===== config.mk =====
export PLATFORM = sky130hd
export DESIGN_NAME = stereo_riaa_equalizer
export DESIGN_NICKNAME = d
export VERILOG_FILES = /design/src/hdl/rre_pkg.sv /design/src/hdl/rre_cfg.sv /design/src/hdl/rre_mac.sv /design/src/hdl/rre_ctrl.sv /design/src/hdl/stereo_riaa_equalizer.sv
export SDC_FILE = /design/constraint.sdc
export NUM_CORES = 2
export LEC_CHECK = 0
export ABC_AREA = 0
export BUFFER_PORTS_ARGS = -buffer_cell sky130_fd_sc_hd__buf_2
export CORE_ASPECT_RATIO = 1.5
export CORE_UTILIZATION = 45
export DETAILED_ROUTE_END_ITERATION = 12
export PLACE_DENSITY = 0.68
export SLEW_MARGIN = 25
export SYNTH_ARGS = -nofsm -noshare
export SYNTH_HDL_FRONTEND = slang
export SYNTH_SLANG_ARGS = --single-unit

===== constraint.sdc =====
create_clock -name clk -period 18.06 [get_ports clk]
set_clock_uncertainty 0.05 [all_clocks]
set_input_delay 1.806 -clock clk [delete_from_list [all_inputs] [get_ports clk]]
set_output_delay 1.806 -clock clk [all_outputs]
set_load 0.02 [all_outputs]

===== src/hdl/rre_pkg.sv =====
`timescale 1ns / 1ps
`default_nettype none

package rre_pkg;

    localparam int SAMPLE_WIDTH_DEF   = 24;
    localparam int COEF_WIDTH_DEF     = 32;
    localparam int INTERNAL_WIDTH_DEF = 40;

    localparam int NUM_REGS    = 7;
    localparam int REG_INDEX_W = 3;

    typedef enum logic [REG_INDEX_W-1:0] {
        REG_FIRST_B0    = 3'd0,
        REG_FIRST_B1    = 3'd1,
        REG_FIRST_A1    = 3'd2,
        REG_SECOND_B0   = 3'd3,
        REG_SECOND_B1   = 3'd4,
        REG_SECOND_A1   = 3'd5,
        REG_OUTPUT_GAIN = 3'd6
    } reg_idx_t;

    // multiplier operand sources
    typedef enum logic [2:0] {
        OPD_X,
        OPD_XP,
        OPD_Y1P,
        OPD_Y2P,
        OPD_Y1,
        OPD_Y2
    } opd_t;

    typedef enum logic [1:0] {
        ST_IDLE,
        ST_RUN,
        ST_HOLD
    } state_t;

    typedef struct packed {
        logic issue;
        logic hi;
        logic neg;
        logic first;
    } mac_ctl_t;

    typedef struct packed {
        mac_ctl_t mac;
        reg_idx_t coef_sel;
        opd_t     opd_sel;
        logic     store_y1;
        logic     store_y2;
        logic     store_res;
        logic     chan;
        logic     commit;
    } seq_ctl_t;

endpackage

`default_nettype wire


===== src/hdl/rre_cfg.sv =====
`timescale 1ns / 1ps
`default_nettype none

module rre_cfg #(
    parameter int COEF_WIDTH = rre_pkg::COEF_WIDTH_DEF
) (
    input  wire logic                               clk,
    input  wire logic                               rst_n,
    input  wire logic                               we,
    input  wire logic [rre_pkg::REG_INDEX_W-1:0]    index,
    input  wire logic [COEF_WIDTH-1:0]              data,
    input  wire rre_pkg::reg_idx_t                  sel,
    output logic signed [COEF_WIDTH-1:0]            coef
);

    logic [COEF_WIDTH-1:0] coef_reg [rre_pkg::NUM_REGS];

    always_ff @(posedge clk or negedge rst_n)
    begin
        if (!rst_n)
        begin
            for (int i = 0; i < rre_pkg::NUM_REGS; i++)
            begin
                coef_reg[i] <= '0;
            end
        end
        else if (we && (index <= rre_pkg::REG_INDEX_W'(rre_pkg::NUM_REGS - 1)))
        begin
            coef_reg[index] <= data;
        end
    end

    assign coef = signed'(coef_reg[sel]);

endmodule

`default_nettype wire


===== src/hdl/rre_mac.sv =====
`timescale 1ns / 1ps
`default_nettype none

module rre_mac #(
    parameter int SAMPLE_WIDTH   = rre_pkg::SAMPLE_WIDTH_DEF,
    parameter int COEF_WIDTH     = rre_pkg::COEF_WIDTH_DEF,
    parameter int INTERNAL_WIDTH = rre_pkg::INTERNAL_WIDTH_DEF
) (
    input  wire logic                              clk,
    input  wire logic                              rst_n,
    input  wire rre_pkg::mac_ctl_t                 op,
    input  wire logic signed [COEF_WIDTH-1:0]      coef,
    input  wire logic signed [INTERNAL_WIDTH-1:0]  opd,
    output logic signed [INTERNAL_WIDTH-1:0]       y_int,
    output logic signed [SAMPLE_WIDTH-1:0]         y_smp
);

    localparam int HALF  = INTERNAL_WIDTH / 2;
    localparam int HI_W  = INTERNAL_WIDTH - HALF;
    localparam int BW    = HI_W + 1;
    localparam int PW    = COEF_WIDTH + BW;
    localparam int ACC_W = COEF_WIDTH + INTERNAL_WIDTH + 2;
    localparam int CF    = COEF_WIDTH - 5;
    localparam int SH_W  = ACC_W - CF;
    localparam logic [ACC_W-1:0] RND = {{(ACC_W-1){1'b0}}, 1'b1} << (CF - 1);

    logic signed [BW-1:0]  bpart;
    logic signed [PW-1:0]  prod;
    logic signed [PW-1:0]  prod_reg;
    logic                  pv_reg;
    logic                  ph_reg;
    logic                  pn_reg;
    logic                  pf_reg;
    logic [ACC_W-1:0]      acc_reg;
    logic [ACC_W-1:0]      acc_next;
    logic signed [ACC_W-1:0] ext;
    logic [ACC_W-1:0]      term;
    logic [ACC_W-1:0]      rnd_sum;
    logic [SH_W-1:0]       shd;
    logic [SH_W-INTERNAL_WIDTH:0] top_i;
    logic [SH_W-SAMPLE_WIDTH:0]   top_s;

    // operand split in two halves: low half unsigned, high half signed
    always_comb
    begin
        if (op.hi)
        begin
            bpart = BW'(signed'(opd[INTERNAL_WIDTH-1:HALF]));
        end
        else
        begin
            bpart = signed'(BW'(opd[HALF-1:0]));
        end
        prod = coef * bpart;
    end

    always_ff @(posedge clk or negedge rst_n)
    begin
        if (!rst_n)
        begin
            pv_reg <= 1'b0;
            ph_reg <= 1'b0;
            pn_reg <= 1'b0;
            pf_reg <= 1'b0;
        end
        else
        begin
            pv_reg <= op.issue;
            ph_reg <= op.hi;
            pn_reg <= op.neg;
            pf_reg <= op.first;
        end
    end

    always_ff @(posedge clk)
    begin
        prod_reg <= prod;
        if (pv_reg)
        begin
            acc_reg <= acc_next;
        end
    end

    always_comb
    begin
        ext = ACC_W'(prod_reg);
        if (ph_reg)
        begin
            ext = ext <<< HALF;
        end
        term = pn_reg ? ~ext : ext;
        acc_next = (pf_reg ? '0 : acc_reg) + term + ACC_W'(pn_reg);
    end

    // round half up, drop coefficient fraction, saturate
    always_comb
    begin
        rnd_sum = acc_reg + RND;
        shd     = rnd_sum[ACC_W-1:CF];
        top_i   = shd[SH_W-1:INTERNAL_WIDTH-1];
        top_s   = shd[SH_W-1:SAMPLE_WIDTH-1];
        if ((&top_i) || !(|top_i))
        begin
            y_int = signed'(shd[INTERNAL_WIDTH-1:0]);
        end
        else
        begin
            y_int = signed'({shd[SH_W-1], {(INTERNAL_WIDTH-1){~shd[SH_W-1]}}});
        end
        if ((&top_s) || !(|top_s))
        begin
            y_smp = signed'(shd[SAMPLE_WIDTH-1:0]);
        end
        else
        begin
            y_smp = signed'({shd[SH_W-1], {(SAMPLE_WIDTH-1){~shd[SH_W-1]}}});
        end
    end

endmodule

`default_nettype wire


===== src/hdl/rre_ctrl.sv =====
`timescale 1ns / 1ps
`default_nettype none

module rre_ctrl (
    input  wire logic           clk,
    input  wire logic           rst_n,
    input  wire logic           in_fire,
    input  wire logic           slot_free,
    output logic                in_ready,
    output rre_pkg::seq_ctl_t   ctl
);

    localparam int STEP_LAST = 17;
    localparam int STEP_W    = $clog2(STEP_LAST + 1);

    rre_pkg::state_t    state_reg;
    rre_pkg::state_t    state_next;
    logic [STEP_W-1:0]  step_reg;
    logic [STEP_W-1:0]  step_next;
    logic               chan_reg;
    logic               chan_next;

    always_ff @(posedge clk or negedge rst_n)
    begin
        if (!rst_n)
        begin
            state_reg <= rre_pkg::ST_IDLE;
            step_reg  <= '0;
            chan_reg  <= 1'b0;
        end
        else
        begin
            state_reg <= state_next;
            step_reg  <= step_next;
            chan_reg  <= chan_next;
        end
    end

    always_comb
    begin
        state_next   = state_reg;
        step_next    = step_reg;
        chan_next    = chan_reg;
        in_ready     = 1'b0;
        ctl          = '0;
        ctl.coef_sel = rre_pkg::REG_FIRST_B0;
        ctl.opd_sel  = rre_pkg::OPD_X;
        ctl.chan     = chan_reg;
        case (state_reg)
            rre_pkg::ST_IDLE:
            begin
                in_ready = 1'b1;
                if (in_fire)
                begin
                    state_next = rre_pkg::ST_RUN;
                    step_next  = '0;
                    chan_next  = 1'b0;
                end
            end
            rre_pkg::ST_RUN:
            begin
                // each product takes two passes, low then high operand half;
                // the product is registered before it is accumulated
                case (step_reg)
                    5'd0, 5'd1:
                    begin
                        ctl.mac.issue = 1'b1;
                        ctl.mac.first = (step_reg == 5'd0);
                        ctl.coef_sel  = rre_pkg::REG_FIRST_B0;
                        ctl.opd_sel   = rre_pkg::OPD_X;
                    end
                    5'd2, 5'd3:
                    begin
                        ctl.mac.issue = 1'b1;
                        ctl.coef_sel  = rre_pkg::REG_FIRST_B1;
                        ctl.opd_sel   = rre_pkg::OPD_XP;
                    end
                    5'd4, 5'd5:
                    begin
                        ctl.mac.issue = 1'b1;
                        ctl.mac.neg   = 1'b1;
                        ctl.coef_sel  = rre_pkg::REG_FIRST_A1;
                        ctl.opd_sel   = rre_pkg::OPD_Y1P;
                    end
                    5'd6, 5'd7:
                    begin
                        // second section starts on terms that need no new y1
                        ctl.mac.issue = 1'b1;
                        ctl.mac.first = (step_reg == 5'd6);
                        ctl.coef_sel  = rre_pkg::REG_SECOND_B1;
                        ctl.opd_sel   = rre_pkg::OPD_Y1P;
                        ctl.store_y1  = (step_reg == 5'd7);
                    end
                    5'd8, 5'd9:
                    begin
                        ctl.mac.issue = 1'b1;
                        ctl.mac.neg   = 1'b1;
                        ctl.coef_sel  = rre_pkg::REG_SECOND_A1;
                        ctl.opd_sel   = rre_pkg::OPD_Y2P;
                    end
                    5'd10, 5'd11:
                    begin
                        ctl.mac.issue = 1'b1;
                        ctl.coef_sel  = rre_pkg::REG_SECOND_B0;
                        ctl.opd_sel   = rre_pkg::OPD_Y1;
                    end
                    5'd13:
                    begin
                        ctl.store_y2 = 1'b1;
                    end
                    5'd14, 5'd15:
                    begin
                        ctl.mac.issue = 1'b1;
                        ctl.mac.first = (step_reg == 5'd14);
                        ctl.coef_sel  = rre_pkg::REG_OUTPUT_GAIN;
                        ctl.opd_sel   = rre_pkg::OPD_Y2;
                    end
                    5'd17:
                    begin
                        ctl.store_res = 1'b1;
                    end
                    default:
                    begin
                    end
                endcase
                ctl.mac.hi = step_reg[0];
                if (step_reg == STEP_W'(STEP_LAST))
                begin
                    step_next = '0;
                    if (chan_reg)
                    begin
                        state_next = rre_pkg::ST_HOLD;
                    end
                    else
                    begin
                        chan_next = 1'b1;
                    end
                end
                else
                begin
                    step_next = step_reg + STEP_W'(1);
                end
            end
            rre_pkg::ST_HOLD:
            begin
                if (slot_free)
                begin
                    ctl.commit = 1'b1;
                    state_next = rre_pkg::ST_IDLE;
                end
            end
            default:
            begin
                state_next = rre_pkg::ST_IDLE;
            end
        endcase
    end

endmodule

`default_nettype wire


===== src/hdl/stereo_riaa_equalizer.sv =====
// Stereo RIAA de-emphasis: each channel runs through two first-order IIR
// sections (y = b0*x + b1*x1 - a1*y1) and a gain, with Q1.23 samples,
// Q5.27 coefficients and 40-bit internal values; section results saturate to
// the internal range and outputs to the sample range. An item passes the idle
// accept state, 18 steps per channel and a hold state that waits for a free
// output register and hands it the result before the next ready. The steps
// come from the single shared multiplier, which forms each of the seven
// products per channel in two passes over its operand halves. A finished
// result waits in the output register while the next item is taken. The user
// must write coefficients through cfg_we/cfg_index/cfg_data only while idle;
// the block does not enforce it. History clears after an item with last_of_block set.
`timescale 1ns / 1ps
`default_nettype none

module stereo_riaa_equalizer #(
    parameter int SAMPLE_WIDTH   = rre_pkg::SAMPLE_WIDTH_DEF,
    parameter int COEF_WIDTH     = rre_pkg::COEF_WIDTH_DEF,
    parameter int INTERNAL_WIDTH = rre_pkg::INTERNAL_WIDTH_DEF
) (
    input  wire logic                              clk,
    input  wire logic                              rst_n,
    input  wire logic                              cfg_we,
    input  wire logic [rre_pkg::REG_INDEX_W-1:0]   cfg_index,
    input  wire logic [COEF_WIDTH-1:0]             cfg_data,
    input  wire logic                              in_valid,
    output logic                                   in_ready,
    input  wire logic signed [SAMPLE_WIDTH-1:0]    left_sample,
    input  wire logic signed [SAMPLE_WIDTH-1:0]    right_sample,
    input  wire logic                              last_of_block,
    output logic                                   out_valid,
    input  wire logic                              out_ready,
    output logic signed [SAMPLE_WIDTH-1:0]         left_out,
    output logic signed [SAMPLE_WIDTH-1:0]         right_out
);

    rre_pkg::seq_ctl_t ctl;
    logic                              in_fire;
    logic                              slot_free;
    logic signed [COEF_WIDTH-1:0]      coef;
    logic signed [INTERNAL_WIDTH-1:0]  opd;
    logic signed [INTERNAL_WIDTH-1:0]  y_int;
    logic signed [SAMPLE_WIDTH-1:0]    y_smp;
    logic signed [SAMPLE_WIDTH-1:0]    x_cur;

    logic signed [SAMPLE_WIDTH-1:0]    left_in_reg;
    logic signed [SAMPLE_WIDTH-1:0]    right_in_reg;
    logic                              last_reg;
    logic signed [SAMPLE_WIDTH-1:0]    xh_reg  [2];
    logic signed [INTERNAL_WIDTH-1:0]  y1h_reg [2];
    logic signed [INTERNAL_WIDTH-1:0]  y2h_reg [2];
    logic signed [INTERNAL_WIDTH-1:0]  y1_reg;
    logic signed [INTERNAL_WIDTH-1:0]  y2_reg;
    logic signed [SAMPLE_WIDTH-1:0]    left_res_reg;
    logic signed [SAMPLE_WIDTH-1:0]    right_res_reg;
    logic signed [SAMPLE_WIDTH-1:0]    left_out_reg;
    logic signed [SAMPLE_WIDTH-1:0]    right_out_reg;
    logic                              out_valid_reg;

    assign in_fire   = in_valid && in_ready;
    assign slot_free = !out_valid_reg || out_ready;

    rre_ctrl u_ctrl (
        .clk       (clk),
        .rst_n     (rst_n),
        .in_fire   (in_fire),
        .slot_free (slot_free),
        .in_ready  (in_ready),
        .ctl       (ctl)
    );

    rre_cfg #(
        .COEF_WIDTH (COEF_WIDTH)
    ) u_cfg (
        .clk   (clk),
        .rst_n (rst_n),
        .we    (cfg_we),
        .index (cfg_index),
        .data  (cfg_data),
        .sel   (ctl.coef_sel),
        .coef  (coef)
    );

    rre_mac #(
        .SAMPLE_WIDTH   (SAMPLE_WIDTH),
        .COEF_WIDTH     (COEF_WIDTH),
        .INTERNAL_WIDTH (INTERNAL_WIDTH)
    ) u_mac (
        .clk   (clk),
        .rst_n (rst_n),
        .op    (ctl.mac),
        .coef  (coef),
        .opd   (opd),
        .y_int (y_int),
        .y_smp (y_smp)
    );

    assign x_cur = ctl.chan ? right_in_reg : left_in_reg;

    always_comb
    begin
        case (ctl.opd_sel)
            rre_pkg::OPD_X:   opd = INTERNAL_WIDTH'(x_cur);
            rre_pkg::OPD_XP:  opd = INTERNAL_WIDTH'(xh_reg[ctl.chan]);
            rre_pkg::OPD_Y1P: opd = y1h_reg[ctl.chan];
            rre_pkg::OPD_Y2P: opd = y2h_reg[ctl.chan];
            rre_pkg::OPD_Y1:  opd = y1_reg;
            rre_pkg::OPD_Y2:  opd = y2_reg;
            default:          opd = '0;
        endcase
    end

    always_ff @(posedge clk)
    begin
        if (in_fire)
        begin
            left_in_reg  <= left_sample;
            right_in_reg <= right_sample;
        end
        if (ctl.store_y1)
        begin
            y1_reg <= y_int;
        end
        if (ctl.store_y2)
        begin
            y2_reg <= y_int;
        end
        if (ctl.store_res)
        begin
            if (ctl.chan)
            begin
                right_res_reg <= y_smp;
            end
            else
            begin
                left_res_reg <= y_smp;
            end
        end
        if (ctl.commit)
        begin
            left_out_reg  <= left_res_reg;
            right_out_reg <= right_res_reg;
        end
    end

    always_ff @(posedge clk or negedge rst_n)
    begin
        if (!rst_n)
        begin
            last_reg      <= 1'b0;
            out_valid_reg <= 1'b0;
            for (int c = 0; c < 2; c++)
            begin
                xh_reg[c]  <= '0;
                y1h_reg[c] <= '0;
                y2h_reg[c] <= '0;
            end
        end
        else
        begin
            if (in_fire)
            begin
                last_reg <= last_of_block;
            end
            if (ctl.commit)
            begin
                out_valid_reg <= 1'b1;
            end
            else if (out_ready)
            begin
                out_valid_reg <= 1'b0;
            end
            if (ctl.store_res)
            begin
                // end of block wipes both channels after the right one
                if (ctl.chan && last_reg)
                begin
                    for (int c = 0; c < 2; c++)
                    begin
                        xh_reg[c]  <= '0;
                        y1h_reg[c] <= '0;
                        y2h_reg[c] <= '0;
                    end
                end
                else
                begin
                    xh_reg[ctl.chan]  <= x_cur;
                    y1h_reg[ctl.chan] <= y1_reg;
                    y2h_reg[ctl.chan] <= y2_reg;
                end
            end
        end
    end

    assign out_valid = out_valid_reg;
    assign left_out  = left_out_reg;
    assign right_out = right_out_reg;

    a_busy_after_accept: assert property (@(posedge clk) disable iff (!rst_n)
        in_fire |=> !in_ready)
        else $error("input ready right after an accepted item");

    a_commit_slot: assert property (@(posedge clk) disable iff (!rst_n)
        ctl.commit |-> (!out_valid_reg || out_ready))
        else $error("result overwrote an item still waiting at the output");

    a_block_clear: assert property (@(posedge clk) disable iff (!rst_n)
        (ctl.store_res && ctl.chan && last_reg) |=>
            (xh_reg[0] == '0 && xh_reg[1] == '0 && y1h_reg[0] == '0 &&
             y1h_reg[1] == '0 && y2h_reg[0] == '0 && y2h_reg[1] == '0))
        else $error("history not cleared at end of block");

endmodule

`default_nettype wire

==> results.md <==
* Status: completed
* Metal2 WL at around 89 mm
* Final hold violations at 0
* Syn nets at 7,040
* Worst Path Required at 18.57 ns
* FF+latch count, synth at between 700 and 800
* Placeable Area at ~140,000 um^2
* Cell variety after synth at between 80 and 90
* First drt pass iteration count at 6
* DIE AREA at 140,000 um^2
* Routability cong. at about 0.96
* Total gr overflow at 0
* Routed vias at 45,400
* Setup_tns at 0 ns
* Setup Viol. Count Final at 0
* Post-synthesis cell count at just over 6,000
* Clock Latency Late Sink at ~0.70 ns
* Final ANT Viol Nets at 0
* Post-CTS Setup Inserts at 0
* Critical path class: reg -> reg
* Synthesis Warnings at 0
* Crit Path Max Fanout at 31
* Rel. slew slack at 20.5%
* Fraction of registers with async set/reset at approximately 56%
* Area grow syn2layout at 8.54%
* Die height at approximately 460 um
* CTS Buffer Depth at 3
* Synth Cell Area at 62,300 um^2
* Post-DP HPWL at 127 mm
* TritonCTS Buffers at slightly above 80
* Ports at between 100 and 150
* Final wirelength at roughly 180 mm
* Initial Util at between 40% and 50%
* Post-synth top area share at 21.5%
* Leading area contributor after synthesis: fa_1
* Worst reg2reg setup slack at 6.02 ns
* Largest stage delay, worst path at between 0.9 and 1 ns
* WL met3 at between 9 and 10 mm
* Sequential fraction of the synthesis area at about a third
* Global Route Usage Sum at around a quarter
* Worst setup EP type: register
* Worst hold margin at ~0.37 ns
* Most common flop cell mapped by yosys: dfrtp_1
* Number of flip-flops in the largest register at 224
* Largest net degree at the start of global routing at 111
* Startpoint Class: register
* Final period util at 66.7%
* Worst-Margin Slew at between 1 and 1.5 ns
* Fmax achieved at 83.0 MHz
* M1 WL at approximately 64 mm
* Antenna violations before repair at 6
* Total Nets Final at ~7,000
* Vias in the first global route at about 48,000
* Count of input and output buffers at ~140
* RSZ-0062 raised after global routing: false
* Most frequent cells in the layout: 880 x inv_1, 695 x nand2_1, 670 x fa_1
* Synthesized area per cell at around 10 um^2
* # clock sinks at about 800
* Hold WC Path Type: reg -> reg
* First-pass GRT wire length at 275 mm
* Crit path max-delay cell type: o41ai_1
* Post-cts resize count at 0
* Commonest non-fill, non-tap cell in the layout: inv_1
* Fill count at roughly 12,000
* Initial drt markers at 3,252
* CTS tree: built
* Final slew viol count at 0
* # rows at between 150 and 200
* Number of synthesized flops with an enable pin at 298
* Post-route DRC at 0
* Vias per inst at between 5 and 6
* MaxCap Viol Count at 0
* Share of cells above drive strength 1 at between 10% and 20%
* H-tree depth at 3
* CTS root buffer: clkbuf_16
* Die X at about 310 um
* Top layer in use: met4
* Top delay family on crit path: compound AO/OA/AOI/OAI gates
* Clock period minus worst slack at about 12 ns
* Buffer and inverter count on the worst path at 9
* Clock slew at reported path FFs at 0.06 ns
* CP arrival at between 10 and 15 ns
* Cts hold-fix bufs at 0
* Ranking of synthesized cells by area: fa_1 22%, dfrtp_1 18%, edfxtp_1 14%, inv_1 5.3%, mux2_2 4.2%
* Wire per inst at around 22 um
-- layout make-up --
cell class / count / area, um^2 / share of cell area (%)
Antenna cell: 4 / 10.0 / 0.0148
Clock buffer: 117 / 2380 / 3.52
Clock inverter: 35 / 345 / 0.511
Inverter: 881 / 3310 / 4.89
Multi-Input combinational cell: 4062 / 36800 / 54.4
Sequential cell: 797 / 21200 / 31.3
Tap cell: 1764 / 2210 / 3.26
Timing Repair Buffer: 230 / 1420 / 2.10
-- Yosys cell counts, types with 10 or more instances --
master	instances
a21oi_2	20
a2111oi_0	19
o21a_1	34
or3_1	13
xnor2_1	174
clkbuf_1	241
dfrtp_1	446
nor2_1	311
a221oi_1	12
mux4_2	22
o21bai_1	22
and2_1	45
fa_1	670
nor3_1	32
xor2_1	69
a31oi_1	20
nand4_1	36
dfxtp_1	53
a211oi_1	13
and3_1	25
nand3_1	143
or2_2	25
nand2_1	698
a21oi_1	268
o211ai_1	10
edfxtp_1	298
nand2b_1	75
o21ai_0	158
mux2_2	235
o22ai_1	33
nor2b_1	127
ha_1	210
inv_1	881
mux2i_1	156
buf_1	39
buf_2	42
a22o_1	210
a21o_1	54
-- routing by layer --
metal	up-vias	global-route usage, %
met5	-	0
met4	0	17.8
met3	626	3.74
met2	1733	44.6
met1	23100	28.6
li1	19900	-
-- kinds of logic (layout without fill, tap and decap cells) --
family          after synthesis  count (layout)  share of synthesized area [%]
mux                         413             413                           7.55
xor+xnor                    243             243                           3.42
compound gates              949             949                           10.3
buf+inv                    1212            1263                           7.48
fa+ha+maj                   880             880                           25.7
flops                       797             797                           34.0
other cells                   0               4                              0
simple gates               1577            1577                           11.6
-- through the flow --
stage / instance area (um^2) / utilization (%) / std cells / setup WS [ns]
6_report: 67600 / 49.4 / 7890 / 6.02
5_1_grt: 67600 / 49.4 / 7886 / 5.52
3_3_place_gp: 64800 / 47.4 / 7733 / 6.51
2_1_floorplan: 62300 / - / 6071 / 8.69
4_1_cts: 67600 / 49.4 / 7885 / 6.17
3_5_place_dp: 64800 / 47.4 / 7733 / 6.23
-- path summary, 6_finish.rpt --
path,startpoint,to,cells past startpoint
worst max-delay path,u_ctrl.step_reg[0],u_mac.prod_reg[50],38
worst min-delay path,right_res_reg[17],right_out[17],0
worst max register to register,u_ctrl.step_reg[0],u_mac.prod_reg[50],38
worst min register to register,right_res_reg[17],right_out[17],0
max in group asynchronous,rst_n,y2h_reg[18],3
min in group asynchronous,rst_n,u_cfg.coef_reg[109],1
Power is not shown: default switching activity piles up to over one toggle a cycle in this logic, so the estimate is an artifact.
